$ cat src/rtl/srl_pkg.sv
// srl_pkg: shared constants, operation and status codes, command struct
// for the sorted record list. no dependencies.

package srl_pkg;

    // default table depth
    localparam int DefCapacity = 16;

    // field widths
    localparam int ModeW   = 2;
    localparam int ScoreW  = 16;
    localparam int TagW    = 16;
    localparam int PosW    = 4;
    localparam int StatusW = 3;
    localparam int CountW  = 5;

    // stream widths, rounded up to whole bytes
    localparam int STdataW = 40;
    localparam int MTdataW = 40;

    // operation codes carried in s_tuser
    localparam logic [ModeW-1:0] MODE_INSERT = 2'd0;
    localparam logic [ModeW-1:0] MODE_REMOVE = 2'd1;
    localparam logic [ModeW-1:0] MODE_READ   = 2'd2;

    // result status codes carried in m_tuser
    localparam logic [StatusW-1:0] ST_INSERTED    = 3'd0;
    localparam logic [StatusW-1:0] ST_REMOVED     = 3'd1;
    localparam logic [StatusW-1:0] ST_NOT_FOUND   = 3'd2;
    localparam logic [StatusW-1:0] ST_EMPTY       = 3'd3;
    localparam logic [StatusW-1:0] ST_FULL_OR_BAD = 3'd4;

    // controller to datapath commands
    typedef struct packed {
        logic load_in;   // capture the accepted transaction
        logic exec;      // apply the operation and load the result register
    } srl_cmd_t;

endpackage

$ cat src/rtl/srl_ctrl.sv
// srl_ctrl: controller state machine for the sorted record list.
// depends on srl_pkg for the command struct.

module srl_ctrl
    import srl_pkg::*;
(
    input  logic     aclk,
    input  logic     aresetn,
    input  logic     s_tvalid,
    output logic     s_tready,
    output logic     m_tvalid,
    input  logic     m_tready,
    output srl_cmd_t cmd
);

    localparam logic S_IDLE = 1'b0;
    localparam logic S_EXEC = 1'b1;

    logic state_reg, state_next;
    logic out_valid_reg, out_valid_next;
    logic out_free;

    // result register can take a new transaction when empty or being drained
    assign out_free = !out_valid_reg || m_tready;
    assign s_tready = (state_reg == S_IDLE);
    assign m_tvalid = out_valid_reg;

    // next state and commands
    always_comb begin
        state_next     = state_reg;
        out_valid_next = out_valid_reg && !m_tready;
        cmd.load_in    = 1'b0;
        cmd.exec       = 1'b0;
        case (state_reg)
            S_IDLE: begin
                if (s_tvalid) begin
                    cmd.load_in = 1'b1;
                    state_next  = S_EXEC;
                end
            end
            S_EXEC: begin
                if (out_free) begin
                    cmd.exec       = 1'b1;
                    out_valid_next = 1'b1;
                    state_next     = S_IDLE;
                end
            end
            default: begin
                state_next = S_IDLE;
            end
        endcase
    end

    // control registers
    always_ff @(posedge aclk) begin
        if (!aresetn) begin
            state_reg     <= S_IDLE;
            out_valid_reg <= 1'b0;
        end else begin
            state_reg     <= state_next;
            out_valid_reg <= out_valid_next;
        end
    end

endmodule

$ cat src/rtl/srl_dp.sv
// srl_dp: datapath of the sorted record list: a row of compare-and-shift
// cells, the record count, the read mux and the result register.
// depends on srl_pkg for widths and codes.

module srl_dp
    import srl_pkg::*;
#(
    parameter int CAPACITY = DefCapacity
) (
    input  logic               aclk,
    input  logic               aresetn,
    input  srl_cmd_t           cmd,
    input  logic [STdataW-1:0] in_tdata,   // score, record_tag, position
    input  logic [ModeW-1:0]   in_tuser,   // mode
    output logic [MTdataW-1:0] out_tdata,  // entry_count, out_score, out_tag
    output logic [StatusW-1:0] out_tuser   // status
);

    localparam int CntW = $clog2(CAPACITY + 1);
    localparam int IdxW = (CAPACITY > 1) ? $clog2(CAPACITY) : 1;
    localparam int ExtW = CntW + CountW;

    // captured transaction
    logic [ModeW-1:0]         mode_reg;
    logic signed [ScoreW-1:0] score_reg;
    logic [TagW-1:0]          tag_reg;
    logic [PosW-1:0]          pos_reg;

    // record cells and count
    logic signed [ScoreW-1:0] score_cell_reg [CAPACITY];
    logic [TagW-1:0]          tag_cell_reg   [CAPACITY];
    logic [CntW-1:0]          count_reg, count_next;

    // result register
    logic [StatusW-1:0]       status_reg, status_next;
    logic [CountW-1:0]        ecount_reg;
    logic signed [ScoreW-1:0] rscore_reg, rscore_next;
    logic [TagW-1:0]          rtag_reg, rtag_next;

    logic [CAPACITY-1:0] valid_vec, gt_vec, eq_vec;
    logic [CAPACITY:0]   gt_left;
    logic                full, empty, found, do_ins, do_rem, rd_ok;
    logic [ExtW-1:0]     pos_ext, cnt_ext, cnt_next_ext;
    logic [IdxW-1:0]     rd_idx;

    // capture the input transaction
    always_ff @(posedge aclk) begin
        if (cmd.load_in) begin
            mode_reg  <= in_tuser;
            score_reg <= in_tdata[ScoreW-1:0];
            tag_reg   <= in_tdata[ScoreW +: TagW];
            pos_reg   <= in_tdata[ScoreW+TagW +: PosW];
        end
    end

    // per-cell compares against the captured score
    always_comb begin
        for (int k = 0; k < CAPACITY; k++) begin
            valid_vec[k] = CntW'(k) < count_reg;
            gt_vec[k]    = valid_vec[k] && (score_cell_reg[k] > score_reg);
            eq_vec[k]    = valid_vec[k] && (score_cell_reg[k] == score_reg);
        end
    end

    // cell k takes the new record when its left neighbor stays ahead
    assign gt_left = {gt_vec, 1'b1};

    assign full    = (count_reg == CntW'(CAPACITY));
    assign empty   = (count_reg == '0);
    assign found   = |eq_vec;
    assign pos_ext = ExtW'(pos_reg);
    assign cnt_ext = ExtW'(count_reg);
    assign rd_idx  = pos_ext[IdxW-1:0];
    assign do_ins  = (mode_reg == MODE_INSERT) && !full;
    assign do_rem  = (mode_reg == MODE_REMOVE) && !empty && found;
    assign rd_ok   = (mode_reg == MODE_READ) && !empty && (pos_ext < cnt_ext);

    // status, count and read data of the result
    always_comb begin
        count_next  = count_reg;
        rscore_next = '0;
        rtag_next   = '0;
        case (mode_reg)
            MODE_INSERT: begin
                status_next = full ? ST_FULL_OR_BAD : ST_INSERTED;
                if (do_ins) begin
                    count_next = count_reg + 1'b1;
                end
            end
            MODE_REMOVE: begin
                if (empty) begin
                    status_next = ST_EMPTY;
                end else if (!found) begin
                    status_next = ST_NOT_FOUND;
                end else begin
                    status_next = ST_REMOVED;
                    count_next  = count_reg - 1'b1;
                end
            end
            MODE_READ: begin
                if (empty) begin
                    status_next = ST_EMPTY;
                end else if (!rd_ok) begin
                    status_next = ST_FULL_OR_BAD;
                end else begin
                    status_next = ST_INSERTED;
                    rscore_next = score_cell_reg[rd_idx];
                    rtag_next   = tag_cell_reg[rd_idx];
                end
            end
            default: begin
                status_next = ST_FULL_OR_BAD;
            end
        endcase
    end

    assign cnt_next_ext = ExtW'(count_next);

    // compare-and-shift cells
    for (genvar k = 0; k < CAPACITY; k++) begin : g_cell
        logic signed [ScoreW-1:0] left_score, right_score;
        logic [TagW-1:0]          left_tag, right_tag;

        if (k == 0) begin : g_head
            assign left_score = score_reg;
            assign left_tag   = tag_reg;
        end else begin : g_body
            assign left_score = gt_left[k] ? score_reg : score_cell_reg[k-1];
            assign left_tag   = gt_left[k] ? tag_reg : tag_cell_reg[k-1];
        end

        if (k == CAPACITY - 1) begin : g_tail
            assign right_score = score_cell_reg[k];
            assign right_tag   = tag_cell_reg[k];
        end else begin : g_next
            assign right_score = score_cell_reg[k+1];
            assign right_tag   = tag_cell_reg[k+1];
        end

        // insert shifts right from the slot, remove shifts left from the match
        always_ff @(posedge aclk) begin
            if (cmd.exec && !gt_vec[k]) begin
                if (do_ins) begin
                    score_cell_reg[k] <= left_score;
                    tag_cell_reg[k]   <= left_tag;
                end else if (do_rem) begin
                    score_cell_reg[k] <= right_score;
                    tag_cell_reg[k]   <= right_tag;
                end
            end
        end
    end

    // record count
    always_ff @(posedge aclk) begin
        if (!aresetn) begin
            count_reg <= '0;
        end else if (cmd.exec) begin
            count_reg <= count_next;
        end
    end

    // result register
    always_ff @(posedge aclk) begin
        if (cmd.exec) begin
            status_reg <= status_next;
            ecount_reg <= cnt_next_ext[CountW-1:0];
            rscore_reg <= rscore_next;
            rtag_reg   <= rtag_next;
        end
    end

    assign out_tuser = status_reg;
    assign out_tdata = {(MTdataW - CountW - ScoreW - TagW)'(0), rtag_reg, rscore_reg,
                        ecount_reg};

endmodule

$ cat src/rtl/sorted_record_list.sv
// sorted_record_list: top level, joins the controller and the datapath.
// depends on srl_pkg, srl_ctrl and srl_dp.
//
// keeps up to CAPACITY records (signed score, tag) in descending score order
// input transaction: s_tuser = mode (0 insert, 1 remove by score, 2 read);
//   s_tdata = score, record_tag, position from bit 0 up
// result transaction, one per input: m_tuser = status; m_tdata = record
//   count after the operation, read score, read tag from bit 0 up
// an insert lands ahead of equal scores; a full table refuses it
// a remove deletes the first record with a score equal to the key
// the input is captured when accepted; then the execute state applies the
//   operation across all cells and loads the result register
// a single item is held in the controller: another input is accepted only
//   after execute; it is taken while the previous result still waits on
//   m_tready, and execute waits until the result register is free
// reset (aresetn low, synchronous) empties the table and drops any result

module sorted_record_list
    import srl_pkg::*;
#(
    parameter int CAPACITY = DefCapacity
) (
    input  logic               aclk,
    input  logic               aresetn,
    input  logic               s_tvalid,
    output logic               s_tready,
    input  logic [STdataW-1:0] s_tdata,   // score[15:0], record_tag[31:16], position[35:32]
    input  logic [ModeW-1:0]   s_tuser,   // mode[1:0]
    output logic               m_tvalid,
    input  logic               m_tready,
    output logic [MTdataW-1:0] m_tdata,   // entry_count[4:0], out_score[20:5], out_tag[36:21]
    output logic [StatusW-1:0] m_tuser    // status[2:0]
);

    srl_cmd_t cmd;

    // controller
    srl_ctrl u_ctrl (
        .aclk     (aclk),
        .aresetn  (aresetn),
        .s_tvalid (s_tvalid),
        .s_tready (s_tready),
        .m_tvalid (m_tvalid),
        .m_tready (m_tready),
        .cmd      (cmd)
    );

    // datapath
    srl_dp #(
        .CAPACITY (CAPACITY)
    ) u_dp (
        .aclk      (aclk),
        .aresetn   (aresetn),
        .cmd       (cmd),
        .in_tdata  (s_tdata),
        .in_tuser  (s_tuser),
        .out_tdata (m_tdata),
        .out_tuser (m_tuser)
    );

endmodule

$ cat config.mk
export PLATFORM = sky130hd
export DESIGN_NAME = sorted_record_list
export DESIGN_NICKNAME = d
export VERILOG_FILES = /design/src/rtl/srl_pkg.sv /design/src/rtl/srl_ctrl.sv /design/src/rtl/srl_dp.sv /design/src/rtl/sorted_record_list.sv
export SDC_FILE = /design/constraint.sdc
export NUM_CORES = 2
export LEC_CHECK = 0
export BUFFER_PORTS_ARGS = -buffer_cell sky130_fd_sc_hd__buf_2
export CORE_ASPECT_RATIO = 0.7
export CORE_MARGIN = 2
export CORE_UTILIZATION = 55
export DETAILED_ROUTE_END_ITERATION = 6
export PLACE_DENSITY_LB_ADDON = 0.08
export SLEW_MARGIN = 10
export SYNTH_ARGS = -nofsm -noshare
export SYNTH_HDL_FRONTEND = slang
export SYNTH_HIERARCHICAL = 1
export SYNTH_SLANG_ARGS = --single-unit
$ cat constraint.sdc
create_clock -name aclk -period 15.3 [get_ports aclk]
set_input_delay 4.59 -clock aclk [delete_from_list [all_inputs] [get_ports aclk]]
set_output_delay 4.59 -clock aclk [all_outputs]
set_load 0.01 [all_outputs]
==> results.md <==
- Status: complete, no violations
- Total CTS buffers: 61
- GR Util met1: 0.553
- H-tree Lvls: 2
- CP Class: in2reg
- Storage element area: 17900 um2
- Element type at the critical path start: input pin
- First-pass GRT wire length: 193000 um
- Slew headroom: 0.0588
- Share of cells above drive strength 1: 0.158
- Commonest cells after routing, fill and taps aside: edfxtp_1 (590), nor2_1 (326), a21oi_1 (309)
- Most used cell, CP: buf_4
- Fillers: 5605
- # nets final: 3701
- Unrepaired setup endpoints after global routing: no
- Post-synthesis sequential area ratio: 0.459
- Final wirelength: 134000 um
- Crit Path Max Fanout: 50
- Synth area leader: edfxtp_1
- Placement row count: 81
- Post-cts resize count: 0
- Pin count of the biggest net entering global routing: 130
- Initial core utilization: 0.556
- Clock network fraction of design power: 0.387
- ANT nets after route: 0
- Xor/xnor share of the synthesized area: 0.000676
- Core area: 69900 um2
- Mux share of post-synthesis cell area: 0.202
- Worst hold path type: reg2reg
- Clock latency on the worst-skew pair: 0.68 ns
- Root Buffer: clkbuf_16
- DRC viols: 0
- Area Growth Syn to Fin: 8.54%
- Min Tclk post-route: 7.85 ns
- Ys Warns: 6
- GRT Total Usage: 0.366
- Post-Synth Adder-Cell Area: 0.0846
- Post-CTS setup buffer count: 0
- Setup_tns: 0 ns
- Drt first pass iters: 6
- Part of the power in registers: 0.483
- CP max stage delay: 0.74 ns
- Compound-cell area share of the yosys netlist: 0.116
- Peak supply drop: 0.0995 mV
- Worst hold slack: 0.506 ns
- Vias in the first global route: 28052
- Crit path DAT: 8.18 ns
- Max cap viols: 0
- Worst EP required: 15.63 ns
- Met3 Use GR: 0.126
- Switching share of power: 0.267
- Commonest non-fill, non-tap cell in the layout: edfxtp_1
- Drt wl/cell: 30.7 um
- Final Setup Violations: 0
- Longest Clk Path Bufs: 3
- Worst Skew: 0.0314 ns
- CP cell instances: buf_2, nand2b_4, and2_2, buf_4, nand2b_1, or3_1, o21a_4, nor2b_4, buf_4
- FMAX: 0.127 GHz
- Die ar.: 72900 um2
- FF+latch count, synth: 597
- CTS clk-pin slew, worst paths: 0.07 ns
- Placed cell area: 40200 um2
- Total power: 3.94 mW
- Worst setup EP type: flip-flop
- Ant diodes: 0
- CTS Sinks: 597
- Vias/cell: 6.87
- Gr busiest metal: met1
- Post-route cell area: 42200 um2
- Chip height: 226 um
- Pre-CTS setup slack: 6.87 ns
- M2 GR Usage: 0.502
- Distinct cells, synth: 74
- Main synth FF type: edfxtp_1
- Top-area cell type share of the netlist area: 0.456
- Final period util: 0.513
- Initial antenna violation count: 2
- Asr flop ratio synth: 0
- Placed Instances: 4242
- Non-Filler Instances: 4354
- Measured slew at the worst slew-check pin: 1.40 ns
- Int Pwr: 2.89 mW
- Multi-input gate area: 20000 um2
- Critical-path cell with the highest stage delay: nor2b_4
- Number of synthesized flops with an enable pin: 590
- Leakage: 15.5 nW
- Count of final hold-check violations: 0
- Cell area power density: 93.2 nW/um2
- Post-layout util: 0.604
- Switching pwr: 1.05 mW
- Die Wd: 322 um
- Main combinational cell family by area after synthesis: multiplexers
- Comb pwr share: 0.130
- Avg Cell Area, Syn: 11.4 um2
- Cell Area, Synth: 38900 um2
- Io pins: 91
- GPL Wtd Cong: 1.00
- Number of I/O port buffers: 83
- Area contributors post-synth: edfxtp_1 (46%), mux4_2 (9.3%), ha_1 (8.5%)
- Gr ovfl total: 0
- Simple-gate portion of the synthesized area: 0.101
- Initial DRC count: 4606
- # hold bufs at CTS: 0
- CTS tree: done
- Setup WS post-layout: 7.45 ns
- Hpwl dp: 91200 um
- DR vias: 29930
- Post-Syn Instances: 3408
- Slew Viols, Final: 0
==> cell type report <==
class / count / area share
Multi-Input combinational cell: 2500 / 0.473
Sequential cell: 597 / 0.423
Clock buffer: 73 / 0.0372
Tap cell: 913 / 0.0271
Timing Repair Buffer: 163 / 0.0244
Clock inverter: 39 / 0.00907
Inverter: 69 / 0.00614
==> cells in the mapped netlist, types with 11 or more instances <==
cell type    n
clkinv_1    15
nor3_1      11
clkbuf_1   140
o21a_1      19
buf_6       13
nor2b_1     78
mux2_1      63
buf_2       62
mux2_2      50
mux4_2     160
nor2_1     332
edfxtp_1   590
nand4_1     68
a21o_1      52
ha_1       263
mux2i_1    299
o21ai_1     32
inv_1       54
a21oi_1    310
nand2_1    302
a211oi_1    17
a21oi_2     25
o21ai_0    279
buf_1       22
==> cell families after synthesis <==
kind of cell | count (synthesis)
fa+ha+maj | 263
compound gates | 795
xor+xnor | 3
other cells | 1
flops | 597
simple gates | 864
buf+inv | 313
mux | 572
==> power by group through the flow <==
| stage | clock network (mW) | registers (mW) | logic, mW |
|---|---|---|---|
| final | 1.52 | 1.90 | 0.512 |
| after global routing | 1.59 | 1.90 | 0.543 |
| after CTS | 1.54 | 1.90 | 0.497 |
| after detailed placement | 0 | 1.93 | 0.496 |
| after global placement | 0 | 1.93 | 0.479 |
| after floorplan | 0 | 1.90 | 0.343 |
==> final timing paths <==
check                               start                          to  slack, ns  cells past startpoint
max reg2reg  u_dp/g_cell[0].left_score[4]  u_dp/score_cell_reg[11][6]       8.37                     11
min reg2reg               u_ctrl/m_tvalid            u_ctrl/state_reg       0.51                      2
min                       u_ctrl/m_tvalid            u_ctrl/state_reg       0.51                      2
max                              m_tready  u_dp/score_cell_reg[11][6]       7.45                      9
==> metal layers <==
metal  share of wire  wire, um
met1            0.42     55900
met2            0.40     53600
met3            0.16     21500
met4           0.021      2820
met5               0         0
==> worst max-delay path, delay by kind of cell <==
kind | cells | cell delay [ns]
and+or+nand+nor | 5 | 1.90
AOI/OAI and AO/OA | 1 | 0.42
buffers and inverters | 3 | 1.22
No activity file was read; power rests on OpenSTA's default activity.
